--- src/rtl/htc_pkg.sv ---
`default_nettype none
package htc_pkg;

  // Queue depth between the byte classifier and the grammar engine.
  localparam int unsigned QUEUE_DEPTH = 2;

  localparam logic [2:0] KEYWORD_LEN = 3'd7;

  // One classified header byte as it travels from front to back.
  typedef struct packed {
    logic       tok;
    logic       blank;
    logic       comma;
    logic       semi;
    logic       equals;
    logic       dquote;
    logic       bslash;
    logic       zero;
    logic [7:0] lower;
    logic       final_byte;
  } item_t;

  // Letters of "chunked", indexed by match position.
  function automatic logic [7:0] keyword_char(input logic [2:0] pos);
    logic [7:0] ch;
    case (pos)
      3'd0: ch = 8'h63;
      3'd1: ch = 8'h68;
      3'd2: ch = 8'h75;
      3'd3: ch = 8'h6E;
      3'd4: ch = 8'h6B;
      3'd5: ch = 8'h65;
      3'd6: ch = 8'h64;
      default: ch = 8'h00;
    endcase
    return ch;
  endfunction

endpackage
`default_nettype wire

--- src/rtl/htc_front.sv ---
`default_nettype none
module htc_front (
  input  wire logic          [7:0] value_byte,
  input  wire logic                final_byte,
  output htc_pkg::item_t           item
);

  logic is_sep;
  logic is_print;

  // RFC separators: ( ) < > @ , ; : \ " / [ ] ? = { }
  always_comb begin
    case (value_byte)
      8'h28, 8'h29, 8'h3C, 8'h3E, 8'h40, 8'h2C, 8'h3B, 8'h3A, 8'h5C,
      8'h22, 8'h2F, 8'h5B, 8'h5D, 8'h3F, 8'h3D, 8'h7B, 8'h7D: is_sep = 1'b1;
      default: is_sep = 1'b0;
    endcase
  end

  assign is_print = (value_byte >= 8'h21) && (value_byte <= 8'h7E);

  always_comb begin
    item.tok        = is_print && !is_sep;
    item.blank      = (value_byte == 8'h20) || (value_byte == 8'h09);
    item.comma      = value_byte == 8'h2C;
    item.semi       = value_byte == 8'h3B;
    item.equals     = value_byte == 8'h3D;
    item.dquote     = value_byte == 8'h22;
    item.bslash     = value_byte == 8'h5C;
    item.zero       = value_byte == 8'h00;
    // fold upper case for the keyword compare
    item.lower      = ((value_byte >= 8'h41) && (value_byte <= 8'h5A)) ?
                      (value_byte | 8'h20) : value_byte;
    item.final_byte = final_byte;
  end

endmodule
`default_nettype wire

--- src/rtl/htc_queue.sv ---
`default_nettype none
module htc_queue #(
  parameter int unsigned DEPTH = htc_pkg::QUEUE_DEPTH
) (
  input  wire logic                           clk,
  input  wire logic                           rst_n,
  input  wire logic                           push,
  input  wire htc_pkg::item_t                 push_item,
  input  wire logic                           pop,
  output htc_pkg::item_t                      head_item,
  output logic                                not_empty,
  output logic                                not_full,
  output logic [$clog2(DEPTH+1)-1:0]          count
);

  localparam int unsigned PW = (DEPTH > 1) ? $clog2(DEPTH) : 1;
  localparam int unsigned CW = $clog2(DEPTH + 1);
  localparam logic [PW-1:0] LAST_SLOT = PW'(DEPTH - 1);
  localparam logic [CW-1:0] FULL_CNT  = CW'(DEPTH);

  htc_pkg::item_t   slot_r [DEPTH];
  logic [PW-1:0]    wr_ptr_r, wr_ptr_nxt;
  logic [PW-1:0]    rd_ptr_r, rd_ptr_nxt;
  logic [CW-1:0]    count_r, count_nxt;

  assign not_empty = count_r != '0;
  assign not_full  = count_r != FULL_CNT;
  assign count     = count_r;
  assign head_item = slot_r[rd_ptr_r];

  always_comb begin
    wr_ptr_nxt = wr_ptr_r;
    rd_ptr_nxt = rd_ptr_r;
    count_nxt  = count_r;
    if (push) begin
      wr_ptr_nxt = (wr_ptr_r == LAST_SLOT) ? '0 : wr_ptr_r + 1'b1;
    end
    if (pop) begin
      rd_ptr_nxt = (rd_ptr_r == LAST_SLOT) ? '0 : rd_ptr_r + 1'b1;
    end
    if (push && !pop) begin
      count_nxt = count_r + 1'b1;
    end else if (pop && !push) begin
      count_nxt = count_r - 1'b1;
    end
  end

  always_ff @(posedge clk) begin
    if (!rst_n) begin
      wr_ptr_r <= '0;
      rd_ptr_r <= '0;
      count_r  <= '0;
    end else begin
      wr_ptr_r <= wr_ptr_nxt;
      rd_ptr_r <= rd_ptr_nxt;
      count_r  <= count_nxt;
    end
  end

  always_ff @(posedge clk) begin
    if (push) begin
      slot_r[wr_ptr_r] <= push_item;
    end
  end

endmodule
`default_nettype wire

--- src/rtl/htc_back.sv ---
`default_nettype none
module htc_back (
  input  wire logic           clk,
  input  wire logic           rst_n,
  input  wire htc_pkg::item_t item,
  input  wire logic           item_valid,
  output logic                pop,
  output logic                res_valid,
  input  wire logic           res_ready,
  output logic                res_value_ok,
  output logic                res_chunked_found
);

  localparam logic [3:0] PH_FIRST        = 4'd0;
  localparam logic [3:0] PH_AFTER_COMMA  = 4'd1;
  localparam logic [3:0] PH_CODING       = 4'd2;
  localparam logic [3:0] PH_AFTER_CODING = 4'd3;
  localparam logic [3:0] PH_PARAM_START  = 4'd4;
  localparam logic [3:0] PH_ATTR         = 4'd5;
  localparam logic [3:0] PH_AFTER_ATTR   = 4'd6;
  localparam logic [3:0] PH_VALUE_START  = 4'd7;
  localparam logic [3:0] PH_VALUE_TOKEN  = 4'd8;
  localparam logic [3:0] PH_QUOTED       = 4'd9;
  localparam logic [3:0] PH_ESCAPE       = 4'd10;
  localparam logic [3:0] PH_AFTER_PARAM  = 4'd11;
  localparam logic [3:0] PH_ERROR        = 4'd12;

  logic [3:0] ph_r, ph_nxt;
  logic [2:0] pos_r, pos_nxt;
  logic       still_r, still_nxt;
  logic       seen_r, seen_nxt;
  logic       res_valid_r, res_valid_nxt;
  logic       ok_r, chunked_r;

  logic [3:0] ph_n;
  logic       do_start, do_feed, do_end;
  logic [2:0] pos0, pos_n;
  logic       st0, still_n, hit, seen_n, seen_fin, ok_fin;

  // Shared tail after a coding, value or blank run.
  function automatic logic [3:0] after_item(input htc_pkg::item_t it,
                                            input logic [3:0] stay);
    logic [3:0] ph;
    if (it.blank) begin
      ph = stay;
    end else if (it.semi) begin
      ph = PH_PARAM_START;
    end else if (it.comma) begin
      ph = PH_AFTER_COMMA;
    end else begin
      ph = PH_ERROR;
    end
    return ph;
  endfunction

  assign pop = item_valid && (!res_valid_r || res_ready);

  always_comb begin
    do_start = 1'b0;
    do_feed  = 1'b0;
    do_end   = 1'b0;
    case (ph_r)
      PH_FIRST, PH_AFTER_COMMA: begin
        if (item.tok) begin
          do_start = 1'b1;
          do_feed  = 1'b1;
          ph_n     = PH_CODING;
        end else if ((ph_r == PH_AFTER_COMMA) && item.blank) begin
          ph_n = PH_AFTER_COMMA;
        end else begin
          ph_n = PH_ERROR;
        end
      end
      PH_CODING: begin
        if (item.tok) begin
          do_feed = 1'b1;
          ph_n    = PH_CODING;
        end else begin
          do_end = 1'b1;
          ph_n   = after_item(item, PH_AFTER_CODING);
        end
      end
      PH_AFTER_CODING: ph_n = after_item(item, PH_AFTER_CODING);
      PH_PARAM_START: begin
        if (item.blank) begin
          ph_n = PH_PARAM_START;
        end else begin
          ph_n = item.tok ? PH_ATTR : PH_ERROR;
        end
      end
      PH_ATTR: begin
        if (item.tok) begin
          ph_n = PH_ATTR;
        end else if (item.equals) begin
          ph_n = PH_VALUE_START;
        end else begin
          ph_n = item.blank ? PH_AFTER_ATTR : PH_ERROR;
        end
      end
      PH_AFTER_ATTR: begin
        if (item.equals) begin
          ph_n = PH_VALUE_START;
        end else begin
          ph_n = item.blank ? PH_AFTER_ATTR : PH_ERROR;
        end
      end
      PH_VALUE_START: begin
        if (item.blank) begin
          ph_n = PH_VALUE_START;
        end else if (item.dquote) begin
          ph_n = PH_QUOTED;
        end else begin
          ph_n = item.tok ? PH_VALUE_TOKEN : PH_ERROR;
        end
      end
      PH_VALUE_TOKEN: begin
        ph_n = item.tok ? PH_VALUE_TOKEN : after_item(item, PH_AFTER_PARAM);
      end
      PH_QUOTED: begin
        if (item.zero) begin
          ph_n = PH_ERROR;
        end else if (item.dquote) begin
          ph_n = PH_AFTER_PARAM;
        end else begin
          ph_n = item.bslash ? PH_ESCAPE : PH_QUOTED;
        end
      end
      PH_ESCAPE:      ph_n = item.zero ? PH_ERROR : PH_QUOTED;
      PH_AFTER_PARAM: ph_n = after_item(item, PH_AFTER_PARAM);
      default:        ph_n = PH_ERROR;
    endcase
  end

  // Keyword tracker: advance on a matching letter, drop the match otherwise.
  always_comb begin
    pos0    = do_start ? 3'd0 : pos_r;
    st0     = do_start ? 1'b1 : still_r;
    hit     = st0 && (pos0 != htc_pkg::KEYWORD_LEN) &&
              (item.lower == htc_pkg::keyword_char(pos0));
    pos_n   = pos0;
    still_n = st0;
    if (do_feed) begin
      if (hit) begin
        pos_n = pos0 + 3'd1;
      end else begin
        still_n = 1'b0;
      end
    end
    seen_n   = seen_r || (do_end && still_r && (pos_r == htc_pkg::KEYWORD_LEN));
    seen_fin = seen_n ||
               ((ph_n == PH_CODING) && still_n && (pos_n == htc_pkg::KEYWORD_LEN));
    ok_fin   = (ph_n == PH_CODING) || (ph_n == PH_AFTER_CODING) ||
               (ph_n == PH_VALUE_TOKEN) || (ph_n == PH_AFTER_PARAM);
  end

  always_comb begin
    ph_nxt        = ph_r;
    pos_nxt       = pos_r;
    still_nxt     = still_r;
    seen_nxt      = seen_r;
    res_valid_nxt = res_valid_r && !res_ready;
    if (pop) begin
      if (item.final_byte) begin
        ph_nxt        = PH_FIRST;
        pos_nxt       = 3'd0;
        still_nxt     = 1'b1;
        seen_nxt      = 1'b0;
        res_valid_nxt = 1'b1;
      end else begin
        ph_nxt    = ph_n;
        pos_nxt   = pos_n;
        still_nxt = still_n;
        seen_nxt  = seen_n;
      end
    end
  end

  always_ff @(posedge clk) begin
    if (!rst_n) begin
      ph_r        <= PH_FIRST;
      pos_r       <= 3'd0;
      still_r     <= 1'b1;
      seen_r      <= 1'b0;
      res_valid_r <= 1'b0;
    end else begin
      ph_r        <= ph_nxt;
      pos_r       <= pos_nxt;
      still_r     <= still_nxt;
      seen_r      <= seen_nxt;
      res_valid_r <= res_valid_nxt;
    end
  end

  always_ff @(posedge clk) begin
    if (pop && item.final_byte) begin
      ok_r      <= ok_fin;
      chunked_r <= seen_fin;
    end
  end

  assign res_valid         = res_valid_r;
  assign res_value_ok      = ok_r;
  assign res_chunked_found = chunked_r;

endmodule
`default_nettype wire

--- src/rtl/http_transfer_coding_parser.sv ---
`default_nettype none
// Transfer-Encoding value checker. Feed the header value one byte per word
// on the in_ channel, with in_final_byte high on its last byte; for every
// value exactly one word comes out on the out_ channel: out_value_ok says
// whether the value is a well-formed coding list (tokens, optional
// ;attr=value parameters with token or quoted values, spaces and tabs around
// separators but not before the first token), and out_chunked_found says
// whether some coding equals "chunked" in any letter case. A classifier
// tags each byte and pushes it into a small queue; a grammar engine drains
// the queue at one byte per cycle, pausing while an unaccepted result
// waits, and holds the result in an output register. Sustained rate is
// one byte per cycle while out_ready takes each result word; with the
// queue empty, the final byte is first written into the queue, then the
// engine steps on it and sets the registered out_valid.
// The queue, QUEUE_DEPTH words deep, absorbs stalls on the result side.
module http_transfer_coding_parser #(
  parameter int unsigned QUEUE_DEPTH = htc_pkg::QUEUE_DEPTH
) (
  input  wire logic       clk,
  input  wire logic       rst_n,
  input  wire logic       in_valid,
  output logic            in_ready,
  input  wire logic [7:0] in_value_byte,
  input  wire logic       in_final_byte,
  output logic            out_valid,
  input  wire logic       out_ready,
  output logic            out_value_ok,
  output logic            out_chunked_found
);

  htc_pkg::item_t                    front_item;
  htc_pkg::item_t                    head_item;
  logic                              push;
  logic                              pop;
  logic                              q_not_empty;
  logic                              q_not_full;
  logic [$clog2(QUEUE_DEPTH+1)-1:0]  q_count;

  // Classify the incoming byte combinationally.
  htc_front u_front (
    .value_byte (in_value_byte),
    .final_byte (in_final_byte),
    .item       (front_item)
  );

  // Accept a word whenever the queue has room.
  assign in_ready = q_not_full;
  assign push     = in_valid && q_not_full;

  htc_queue #(
    .DEPTH (QUEUE_DEPTH)
  ) u_queue (
    .clk       (clk),
    .rst_n     (rst_n),
    .push      (push),
    .push_item (front_item),
    .pop       (pop),
    .head_item (head_item),
    .not_empty (q_not_empty),
    .not_full  (q_not_full),
    .count     (q_count)
  );

  // Step the grammar; pop only when the result register can take a word.
  htc_back u_back (
    .clk               (clk),
    .rst_n             (rst_n),
    .item              (head_item),
    .item_valid        (q_not_empty),
    .pop               (pop),
    .res_valid         (out_valid),
    .res_ready         (out_ready),
    .res_value_ok      (out_value_ok),
    .res_chunked_found (out_chunked_found)
  );

`ifndef ASSERT_OFF
  a_queue_bound: assert property (@(posedge clk) disable iff (!rst_n)
    q_count <= ($clog2(QUEUE_DEPTH+1))'(QUEUE_DEPTH))
    else $error("queue count exceeds depth");

  a_pop_nonempty: assert property (@(posedge clk) disable iff (!rst_n)
    pop |-> q_not_empty)
    else $error("pop from empty queue");

  a_result_source: assert property (@(posedge clk) disable iff (!rst_n)
    (pop && head_item.final_byte) |=> out_valid)
    else $error("final byte popped without a result");

  a_result_cause: assert property (@(posedge clk) disable iff (!rst_n)
    $rose(out_valid) |-> $past(pop && head_item.final_byte))
    else $error("result raised without a final byte");
`endif

endmodule
`default_nettype wire

--- config.mk ---
export PLATFORM = sky130hd
export DESIGN_NAME = http_transfer_coding_parser
export DESIGN_NICKNAME = d
export VERILOG_FILES = /design/src/rtl/htc_pkg.sv /design/src/rtl/htc_front.sv /design/src/rtl/htc_queue.sv /design/src/rtl/htc_back.sv /design/src/rtl/http_transfer_coding_parser.sv
export SDC_FILE = /design/constraint.sdc
export NUM_CORES = 1
export LEC_CHECK = 0
export BUFFER_PORTS_ARGS = -buffer_cell sky130_fd_sc_hd__buf_2
export CORE_UTILIZATION = 55
export CTS_CLUSTER_SIZE = 8
export DETAILED_ROUTE_END_ITERATION = 7
export PLACE_DENSITY_LB_ADDON = 0.12
export SLEW_MARGIN = 20
export SYNTH_ARGS = -nofsm -noshare
export SYNTH_HDL_FRONTEND = slang
export SYNTH_HIERARCHICAL = 1
export SYNTH_SLANG_ARGS = --single-unit
--- constraint.sdc ---
create_clock -name clk -period 3.4 [get_ports clk]
set_clock_uncertainty 0.2 [all_clocks]
set_input_delay 0.34 -clock clk [delete_from_list [all_inputs] [get_ports clk]]
set_output_delay 0.34 -clock clk [all_outputs]
set_load 0.05 [all_outputs]
==> impl_results.html, run 1 <==
<table>
<tr><th>Metric</th><th>Value</th></tr>
<tr><th colspan="2">Outcome</th></tr>
<tr><td>Outcome</td><td>completed</td></tr>
<tr><th colspan="2">Clocking</th></tr>
<tr><td>Cts bufs inserted</td><td>5</td></tr>
<tr><td>Maximum number of buffers from clock root to sink</td><td>2</td></tr>
<tr><td>Num Clock Sinks</td><td>around 50</td></tr>
<tr><td>Insertion delay of the later-clocked pin in the worst-skew pair</td><td>300 ps</td></tr>
<tr><td>CTS tree</td><td>yes</td></tr>
<tr><td>Clock H-tree levels</td><td>2</td></tr>
<tr><td>Clock Tree Root</td><td>clkbuf_8</td></tr>
<tr><td>Clock edge transition at the registers on the reported setup and hold paths</td><td>100 ps</td></tr>
<tr><th colspan="2">GRT</th></tr>
<tr><td>Global-route wire length before repair</td><td>11100 microns</td></tr>
<tr><td>Total routing usage reported by global routing</td><td>0.233</td></tr>
<tr><td>Vias in the first global route</td><td>about 2300</td></tr>
<tr><td>Antenna violations before repair</td><td>0</td></tr>
<tr><td>Total congestion overflow</td><td>0</td></tr>
<tr><td>Largest net degree at the start of global routing</td><td>23</td></tr>
<tr><th colspan="2">Pwr</th></tr>
<tr><td>Tot Pwr</td><td>roughly 0.0022 W</td></tr>
<tr><td>Power density normalized to cell area</td><td>roughly 650 nW/um^2</td></tr>
<tr><td>IR drop worst, VDD</td><td>0.000419 V</td></tr>
<tr><td>Leakage power of the design</td><td>1.25 nW</td></tr>
<tr><th colspan="2">Finish</th></tr>
<tr><td>Utilization of the core after routing</td><td>0.617</td></tr>
<tr><td>Layout cells sized above 1</td><td>0.134</td></tr>
<tr><td>Combined area of the multi-input logic cells</td><td>between 1500 and 2000 sq um</td></tr>
<tr><td>Leading cell type in the layout, fill and taps excluded</td><td>edfxtp_1</td></tr>
<tr><td>Total Nets Final</td><td>between 300 and 400</td></tr>
<tr><td>Growth of design area from synthesis to finish</td><td>7.05%</td></tr>
<tr><td>Diodes inserted</td><td>0</td></tr>
<tr><td>FILL cells</td><td>489</td></tr>
<tr><td>Most frequent cells in the layout</td><td>edfxtp_1 (36), nor2_1 (24), nand2_1 (21)</td></tr>
<tr><td>Sequential Area</td><td>1380 sq um</td></tr>
<tr><th colspan="2">Timing</th></tr>
<tr><td>Sum of negative setup slack</td><td>0 ps</td></tr>
<tr><td>Fraction of the cycle the final worst path needs</td><td>0.949</td></tr>
<tr><td>RSZ-0062 raised after global routing</td><td>no</td></tr>
<tr><td>Maximum operating frequency</td><td>between 300 and 400 MHz</td></tr>
<tr><td>Worst Hold Margin</td><td>between 30 and 40 ps</td></tr>
<tr><td>Final Hold Violating Endpoints</td><td>0</td></tr>
<tr><td>Final-report max-slew violation count</td><td>0</td></tr>
<tr><td>Relative slew slack</td><td>0.403</td></tr>
<tr><td>Transition time of the tightest slew-check pin</td><td>895 ps</td></tr>
<tr><td>Post-route minimum period</td><td>3230 ps</td></tr>
<tr><td>Count of endpoints failing setup in the final report</td><td>0</td></tr>
<tr><td>Final setup margin</td><td>173 ps</td></tr>
<tr><th colspan="2">Floorplanning</th></tr>
<tr><td>Area of the core</td><td>about 5600 sq um</td></tr>
<tr><td>I/O pins</td><td>17</td></tr>
<tr><td>Initial Util</td><td>0.577</td></tr>
<tr><td>Standard-cell rows</td><td>27</td></tr>
<tr><td>Die ar.</td><td>6150 sq um</td></tr>
<tr><td>Die W</td><td>around 78 microns</td></tr>
<tr><td>Die height</td><td>78.4 microns</td></tr>
<tr><th colspan="2">Setup path</th></tr>
<tr><td>Max incr delay on CP</td><td>480 ps</td></tr>
<tr><td>Critical path class</td><td>reg -&gt; reg</td></tr>
<tr><td>Required arrival time at the worst endpoint</td><td>~3300 ps</td></tr>
<tr><td>Crit path cell chain</td><td>mux2_1 &gt; or4b_1 &gt; nand2_1 &gt; inv_1 &gt; ha_2 &gt; ha_1 &gt; a21oi_1 &gt; nand3_1 &gt; a311oi_4 &gt; or2_4 &gt; o21ai_0</td></tr>
<tr><td>Crit end category</td><td>register</td></tr>
<tr><td>Highest fanout seen on the critical path</td><td>7</td></tr>
<tr><td>Type of origin of the critical path</td><td>register</td></tr>
<tr><td>Data arrival time of the worst path</td><td>approximately 3100 ps</td></tr>
<tr><td>Critical path's slowest cell</td><td>or4b_1</td></tr>
<tr><th colspan="2">Yosys</th></tr>
<tr><td>Proportion of synthesized flip-flops having asynchronous set or reset</td><td>0</td></tr>
<tr><td>Proportion of synthesized chip area in sequential cells</td><td>0.430</td></tr>
<tr><td>Cell Area, Synth</td><td>~3200 sq um</td></tr>
<tr><td>Total number of yosys warnings</td><td>6</td></tr>
<tr><td>Mapped Cells</td><td>about 330</td></tr>
<tr><td>Cell type with the highest aggregate area in the netlist</td><td>edfxtp_1</td></tr>
<tr><td>Mean instance size in the synthesized netlist</td><td>9.71 sq um</td></tr>
<tr><td>Flip-flop and latch count after synthesis</td><td>51</td></tr>
<tr><td>Net count after synthesis</td><td>352</td></tr>
<tr><td>Yosys top cell area share</td><td>0.336</td></tr>
<tr><td>Number of different library cells in the post-synthesis netlist</td><td>67</td></tr>
<tr><td>Most instantiated flip-flop cell in the synthesis netlist</td><td>edfxtp_1</td></tr>
<tr><td>EDFF count, synth</td><td>36</td></tr>
<tr><td>Largest cells by area after synthesis</td><td>edfxtp_1 (34%), dfxtp_1 (9.3%), mux2_1 (6.0%), ha_1 (3.1%), nor2_1 (2.8%)</td></tr>
<tr><th colspan="2">Routing</th></tr>
<tr><td>Detailed-route DRC error count</td><td>0</td></tr>
<tr><td>Post-DR wirelength/cell</td><td>16.2 microns</td></tr>
<tr><td>DR vias</td><td>around 2500</td></tr>
<tr><td>Vias per Instance</td><td>~6.1</td></tr>
<tr><td>1st-iter DRT viols</td><td>roughly 130</td></tr>
<tr><td>Number of nets still failing antenna checks after routing</td><td>0</td></tr>
<tr><td>Final WL</td><td>~6600 microns</td></tr>
<tr><td>First-pass DRT Iterations</td><td>4</td></tr>
<tr><th colspan="2">Placement</th></tr>
<tr><td>PortBufs</td><td>16</td></tr>
<tr><td>Routability congestion estimate from global placement</td><td>around 0.86</td></tr>
<tr><td>Setup slack at placement</td><td>64.2 ps</td></tr>
<tr><td>Detailed Place HPWL</td><td>4610 microns</td></tr>
<tr><th colspan="2">Worst hold path</th></tr>
<tr><td>Type of the tightest min-delay check</td><td>in -&gt; reg</td></tr>
<tr><th colspan="2">Job</th></tr>
<tr><td>Count of max-cap constraint violations</td><td>0</td></tr>
</table>
## final timing paths
check / from / to / slack [ps] / depth (start not counted)
hold reg to reg: u_back/seen_r / u_back/seen_r / 310 / 2
setup reg to reg: register / u_back/res_chunked_found / 170 / 11
hold / removal: in_final_byte / u_queue/slot_r[0][0] / 30 / 1
setup / recovery: register / u_back/res_chunked_found / 170 / 11
## per-stage QoR
stage | instance area, sq um | std cells
5_1_grt | 3440 | 407
3_5_place_dp | 3290 | 399
4_1_cts | 3410 | 407
6_report | 3440 | 407
3_3_place_gp | 3290 | 399
2_1_floorplan | 3210 | 331
## cell type report
cell class / instances / share of cell area
multi-input cells: 237 / 0.481
flip-flops and latches: 51 / 0.401
repair buffers: 25 / 0.0429
well taps: 72 / 0.0262
clock buffers: 5 / 0.0200
inverters: 14 / 0.0153
clock inverters: 3 / 0.0135
## state kept, by name, indices dropped and copies added (netlist names), named ones only
register	flops
u_back/still_r	1
u_queue/rd_ptr_r	1
u_back/pos_r	3
u_back/res_chunked_found	1
u_queue/count	2
u_queue/wr_ptr_r	1
u_back/res_value_ok	1
u_back/res_valid	1
u_queue/slot_r	34
u_back/ph_r	4
u_back/seen_r	1
## cell usage after synthesis, types with 6 or more instances
| master | n |
|---|---|
| edfxtp_1 | 36 |
| nor2_1 | 24 |
| nand2_1 | 21 |
| mux2_1 | 17 |
| dfxtp_1 | 15 |
| clkbuf_1 | 14 |
| inv_1 | 14 |
| o21ai_0 | 14 |
| a21oi_1 | 13 |
| nor3_1 | 12 |
| nand3_1 | 11 |
| nor2b_1 | 11 |
| and2_1 | 8 |
| buf_4 | 8 |
| ha_1 | 8 |
| nand2b_1 | 7 |
| a22oi_1 | 6 |
| o211ai_1 | 6 |
## cells by family (layout without fill, tap and decap cells)
kind of cell / Yosys count / count (layout) / share of synthesized area
mux: 20 / 20 / 0.0693
fa+ha+maj: 8 / 8 / 0.0311
buf+inv: 43 / 47 / 0.0658
simple gates: 128 / 128 / 0.222
flops: 51 / 51 / 0.430
xor+xnor: 6 / 6 / 0.0163
compound gates: 75 / 75 / 0.166
## metal layers
layer  part of all wire  global-route usage
met5                  0                   0
met4             0.0038              0.0463
met3              0.043              0.0465
met2               0.48               0.374
met1               0.47               0.326
## where the power goes
part / internal, W / switching, W
registers: 0.000781 / 0.0000416
clock network: 0.000222 / 0.000206
logic: 0.000359 / 0.000618
total: 0.00136 / 0.000865
## worst max-delay path, delay by kind of cell, from the launching register on
family / cells / cell delay [ps]
and+or+nand+nor: 4 / 1000
DFF: 1 / 330
muxes: 1 / 210
buffers and inverters: 1 / 100
AOI/OAI and AO/OA: 3 / 640
adders and majority gates: 2 / 490
## repair_timing
| item | in CTS | in global routing |
|---|---|---|
| resized for setup | 0 | 7 |
| setup buffers | 0 | 0 |
| hold buffers | 0 | 0 |
| endpoints found under the setup margin | 0 | 5 |
Note: power is estimated with default switching activity, not from simulation.
==> inputs of run 2 (changes only) <==
- ABC_AREA: unset -> 1
==> impl_results.html, run 2 <==
<table>
<tr><th>Metric</th><th>Value</th></tr>
<tr><th colspan="2">Outcome</th></tr>
<tr><td>Outcome</td><td>completed</td></tr>
<tr><th colspan="2">Floorplanning</th></tr>
<tr><td>I/O pins</td><td>17 (unchanged)</td></tr>
<tr><td>Die height</td><td>78.7 microns (+0.29%)</td></tr>
<tr><td>Standard-cell rows</td><td>27 (unchanged)</td></tr>
<tr><td>Die W</td><td>78.7 microns (+0.29%)</td></tr>
<tr><td>Initial Util</td><td>0.580 (+0.00337)</td></tr>
<tr><td>Area of the core</td><td>5570 sq um (unchanged)</td></tr>
<tr><td>Die ar.</td><td>6190 sq um (+0.57%)</td></tr>
<tr><th colspan="2">Setup path</th></tr>
<tr><td>Flop2flop setup slack</td><td>410 ps (+240 ps)</td></tr>
<tr><td>Critical path class</td><td>reg -&gt; reg</td></tr>
<tr><td>Cells on worst reg2reg path</td><td>18 (+7)</td></tr>
<tr><td>Required arrival time at the worst endpoint</td><td>3270 ps (+20 ps)</td></tr>
<tr><td>Highest fanout seen on the critical path</td><td>8 (+1)</td></tr>
<tr><td>Type of origin of the critical path</td><td>register</td></tr>
<tr><td>Data arrival time of the worst path</td><td>2860 ps (-220 ps)</td></tr>
<tr><td>Crit end category</td><td>register</td></tr>
<tr><td>Capturing point of the worst reg2reg path</td><td>u_back/res_chunked_found</td></tr>
<tr><th colspan="2">Timing</th></tr>
<tr><td>Sum of negative setup slack</td><td>0 ps (unchanged)</td></tr>
<tr><td>Maximum operating frequency</td><td>334 MHz (+7.9%)</td></tr>
<tr><td>Post-route minimum period</td><td>2990 ps (-237 ps)</td></tr>
<tr><td>RSZ-0062 raised after global routing</td><td>no</td></tr>
<tr><td>Count of endpoints failing setup in the final report</td><td>0 (unchanged)</td></tr>
<tr><td>Final-report max-slew violation count</td><td>0 (unchanged)</td></tr>
<tr><td>Relative slew slack</td><td>0.521 (+0.117)</td></tr>
<tr><td>Final setup margin</td><td>410 ps (+237 ps)</td></tr>
<tr><td>Fraction of the cycle the final worst path needs</td><td>0.879 (-0.0698)</td></tr>
<tr><td>Transition time of the tightest slew-check pin</td><td>718 ps (-176 ps)</td></tr>
<tr><td>Final Hold Violating Endpoints</td><td>0 (unchanged)</td></tr>
<tr><th colspan="2">Pwr</th></tr>
<tr><td>Leakage power of the design</td><td>1.62 nW (+30%)</td></tr>
<tr><td>IR drop worst, VDD</td><td>0.000403 V (-3.7%)</td></tr>
<tr><td>Power density normalized to cell area</td><td>691 nW/um^2 (+6.7%)</td></tr>
<tr><th colspan="2">Job</th></tr>
<tr><td>Count of max-cap constraint violations</td><td>0 (unchanged)</td></tr>
<tr><th colspan="2">Routing</th></tr>
<tr><td>Post-DR wirelength/cell</td><td>12.9 microns (-20%)</td></tr>
<tr><td>1st-iter DRT viols</td><td>173 (+31%)</td></tr>
<tr><td>Number of nets still failing antenna checks after routing</td><td>0 (unchanged)</td></tr>
<tr><td>Final WL</td><td>6210 microns (-5.8%)</td></tr>
<tr><td>Vias per Instance</td><td>5.29 (-14%)</td></tr>
<tr><td>First-pass DRT Iterations</td><td>4 (unchanged)</td></tr>
<tr><td>DR vias</td><td>2550 (+2.3%)</td></tr>
<tr><td>Detailed-route DRC error count</td><td>0 (unchanged)</td></tr>
<tr><th colspan="2">Yosys</th></tr>
<tr><td>Main combinational cell family by area after synthesis</td><td>simple AND/OR/NAND/NOR gates</td></tr>
<tr><td>Most instantiated flip-flop cell in the synthesis netlist</td><td>edfxtp_1</td></tr>
<tr><td>Net count after synthesis</td><td>418 (+19%)</td></tr>
<tr><td>Mapped Cells</td><td>397 (+20%)</td></tr>
<tr><td>Proportion of synthesized flip-flops having asynchronous set or reset</td><td>0 (unchanged)</td></tr>
<tr><td>Mux share of post-synthesis cell area</td><td>0.0708 (+0.00153)</td></tr>
<tr><td>Most instantiated library cell after synthesis</td><td>nand2_1</td></tr>
<tr><td>Flip-flop and latch count after synthesis</td><td>51 (unchanged)</td></tr>
<tr><td>Yosys top cell area share</td><td>0.334 (-0.00195)</td></tr>
<tr><td>Area share of fa/ha/maj cells after synthesis</td><td>0.0310 (-0.000181)</td></tr>
<tr><td>Cell Area, Synth</td><td>3230 sq um (+0.58%)</td></tr>
<tr><td>EDFF count, synth</td><td>36 (unchanged)</td></tr>
<tr><td>XOR/XNOR Fraction of Synth Area</td><td>0 (-0.0163)</td></tr>
<tr><td>Mean instance size in the synthesized netlist</td><td>8.14 sq um (-16%)</td></tr>
<tr><td>Largest cells by area after synthesis</td><td>edfxtp_1 (33%), nand2_1 (11%), dfxtp_1 (9.3%), inv_1 (6.0%), nor2_1 (5.6%)</td></tr>
<tr><td>Most instantiated cells after synthesis</td><td>nand2_1 (97), inv_1 (52), nor2_1 (48)</td></tr>
<tr><td>Proportion of synthesized chip area in sequential cells</td><td>0.427 (-0.00249)</td></tr>
<tr><td>Simple-Gate Fraction of Synth Area</td><td>0.302 (+0.0800)</td></tr>
<tr><td>Total number of yosys warnings</td><td>6 (unchanged)</td></tr>
<tr><td>Cell type with the highest aggregate area in the netlist</td><td>edfxtp_1</td></tr>
<tr><td>Number of different library cells in the post-synthesis netlist</td><td>38 (-43%)</td></tr>
<tr><td>Synthesized-area fraction occupied by ao, oa, aoi and oai cells</td><td>0.0708 (-0.0950)</td></tr>
<tr><th colspan="2">Finish</th></tr>
<tr><td>Growth of design area from synthesis to finish</td><td>6.85%</td></tr>
<tr><td>Largest registers ranked by flip-flop count</td><td>u_queue/slot_r: 34 flops, u_back/ph_r: 4 flops, u_back/pos_r: 3 flops</td></tr>
<tr><td>Layout cells sized above 1</td><td>0.176 (+0.0413)</td></tr>
<tr><td>FILL cells</td><td>496 (+1.4%)</td></tr>
<tr><td>Most frequent cells in the layout</td><td>nand2_1 (97), inv_1 (52), nor2_1 (48)</td></tr>
<tr><td>Largest reg by FF count</td><td>u_queue/slot_r</td></tr>
<tr><td>Leading cell type in the layout, fill and taps excluded</td><td>nand2_1</td></tr>
<tr><td>Number of flip-flops in the largest register</td><td>34 (unchanged)</td></tr>
<tr><td>Total Nets Final</td><td>430 (+21%)</td></tr>
<tr><td>Diodes inserted</td><td>0 (unchanged)</td></tr>
<tr><th colspan="2">GRT</th></tr>
<tr><td>Total routing usage reported by global routing</td><td>0.223 (-0.00982)</td></tr>
<tr><td>Largest net degree at the start of global routing</td><td>18 (-22%)</td></tr>
<tr><td>Antenna violations before repair</td><td>0 (unchanged)</td></tr>
<tr><td>Vias in the first global route</td><td>2314 (+0.52%)</td></tr>
<tr><td>Global-route wire length before repair</td><td>10600 microns (-4.7%)</td></tr>
<tr><td>Total congestion overflow</td><td>0 (unchanged)</td></tr>
<tr><th colspan="2">Placement</th></tr>
<tr><td>Detailed Place HPWL</td><td>4730 microns (+2.6%)</td></tr>
<tr><td>Setup slack at placement</td><td>427 ps (+363 ps)</td></tr>
<tr><td>PortBufs</td><td>16 (unchanged)</td></tr>
<tr><td>Routability congestion estimate from global placement</td><td>0.925 (+7.2%)</td></tr>
<tr><th colspan="2">Worst hold path</th></tr>
<tr><td>Endpoint with the worst hold slack</td><td>u_queue/slot_r[0][0]</td></tr>
<tr><td>Type of the tightest min-delay check</td><td>in -&gt; reg</td></tr>
<tr><td>Cell depth of the worst hold path</td><td>1 (unchanged)</td></tr>
<tr><td>Hold path start</td><td>in_final_byte</td></tr>
<tr><th colspan="2">Clocking</th></tr>
<tr><td># hold bufs at CTS</td><td>0 (unchanged)</td></tr>
<tr><td>Clock H-tree levels</td><td>2 (unchanged)</td></tr>
<tr><td>Post-CTS setup-driven buffer insertion count</td><td>0 (unchanged)</td></tr>
<tr><td>Num Clock Sinks</td><td>51 (unchanged)</td></tr>
<tr><td>Clock edge transition at the registers on the reported setup and hold paths</td><td>100 ps (about the same)</td></tr>
<tr><td>Insertion delay of the later-clocked pin in the worst-skew pair</td><td>310 ps (about the same)</td></tr>
<tr><td>Maximum number of buffers from clock root to sink</td><td>2 (unchanged)</td></tr>
<tr><td>Cts bufs inserted</td><td>5 (unchanged)</td></tr>
<tr><td>Clock Tree Root</td><td>clkbuf_8</td></tr>
<tr><td>Number of cells upsized or downsized after cts</td><td>0 (unchanged)</td></tr>
<tr><td>CTS tree</td><td>yes</td></tr>
</table>
[run 2: cell types whose count changed after synthesis, sizes merged, moves of 6 or more]
cell	before	now
a22oi	6	0
and2	8	0
clkbuf	14	3
inv	14	56
nand2	21	111
nand2b	7	0
nand3	11	28
nor2	24	55
nor2b	11	0
or3	6	0
[run 2: worst max-delay path by stage]
| stage | slack (ps) | to |
|---|---|---|
| after floorplan | 460 | u_back/res_chunked_found |
| after global placement | 530 | u_back/res_chunked_found |
| after detailed placement | 430 | u_back/res_chunked_found |
| after CTS | 410 | u_back/res_chunked_found |
| after global routing | 120 | u_back/res_chunked_found |
| final | 410 | u_back/res_chunked_found |
[run 2: layer usage]
metal | part of all wire | track usage | vias to the layer above
met5 | 0 | 0 | -
met4 | 0.012 | 0.0815 | 0
met3 | 0.033 | 0.0337 | 7
met2 | 0.48 | 0.367 | 53
met1 | 0.47 | 0.296 | 1174
li1 | - | - | 1316
[run 2: worst max-delay path: stages (launching register included)]
cell     delay [ps]
dfxtp_1         330
mux2_2          320
nand3_4         140
nand2_1         180
inv_1           100
ha_1            250
ha_1            210
nor2_1           80
o21ai_0          90
nor2_1          130
nand2_2          70
nor2_2          100
nand2_2          90
nor2_8          130
nand2_4          90
nand2_1          70
nand2_1          50
nand3_1          70
nand2_1          40
[run 2: final cells by class]
cell class | count | area, sq um | share of cell area
multi-input combinational | 276 | 1530 | 0.444
sequential | 51 | 1380 | 0.400
inverter | 57 | 214 | 0.0619
timing repair buffer | 18 | 95.1 | 0.0275
tap | 72 | 90.1 | 0.0261
clock inverter | 3 | 71.3 | 0.0206
clock buffer | 5 | 68.8 | 0.0199
[run 2: kinds of logic (layout without fill, tap and decap cells)]
family | count (synthesis) | in the layout
buf+inv | 70 | 83
compound gates | 40 | 40
fa+ha+maj | 8 | 8
mux | 17 | 17
flops | 51 | 51
simple gates | 211 | 211
[run 2: where the power goes]
part | switching [W] | total, W | internal, W
Sequential | 0.0000567 | 0.000853 | 0.000797
Clock | 0.000213 | 0.000511 | 0.000299
Combinational | 0.000669 | 0.00102 | 0.000352
Total | 0.000938 | 0.00239 | 0.00145
[run 2: stage by stage]
step                      utilization  area, sq um  hold slack [ps]  instances  power [W]
final                           0.620         3450             15.4        482    0.00239
after floorplan                     -         3230              238        397    0.00170
after global routing            0.620         3450             12.5        482    0.00256
after detailed placement        0.595         3310              280        474    0.00188
after CTS                       0.620         3450             8.20        482    0.00239
after global placement          0.595         3310              276        474    0.00187
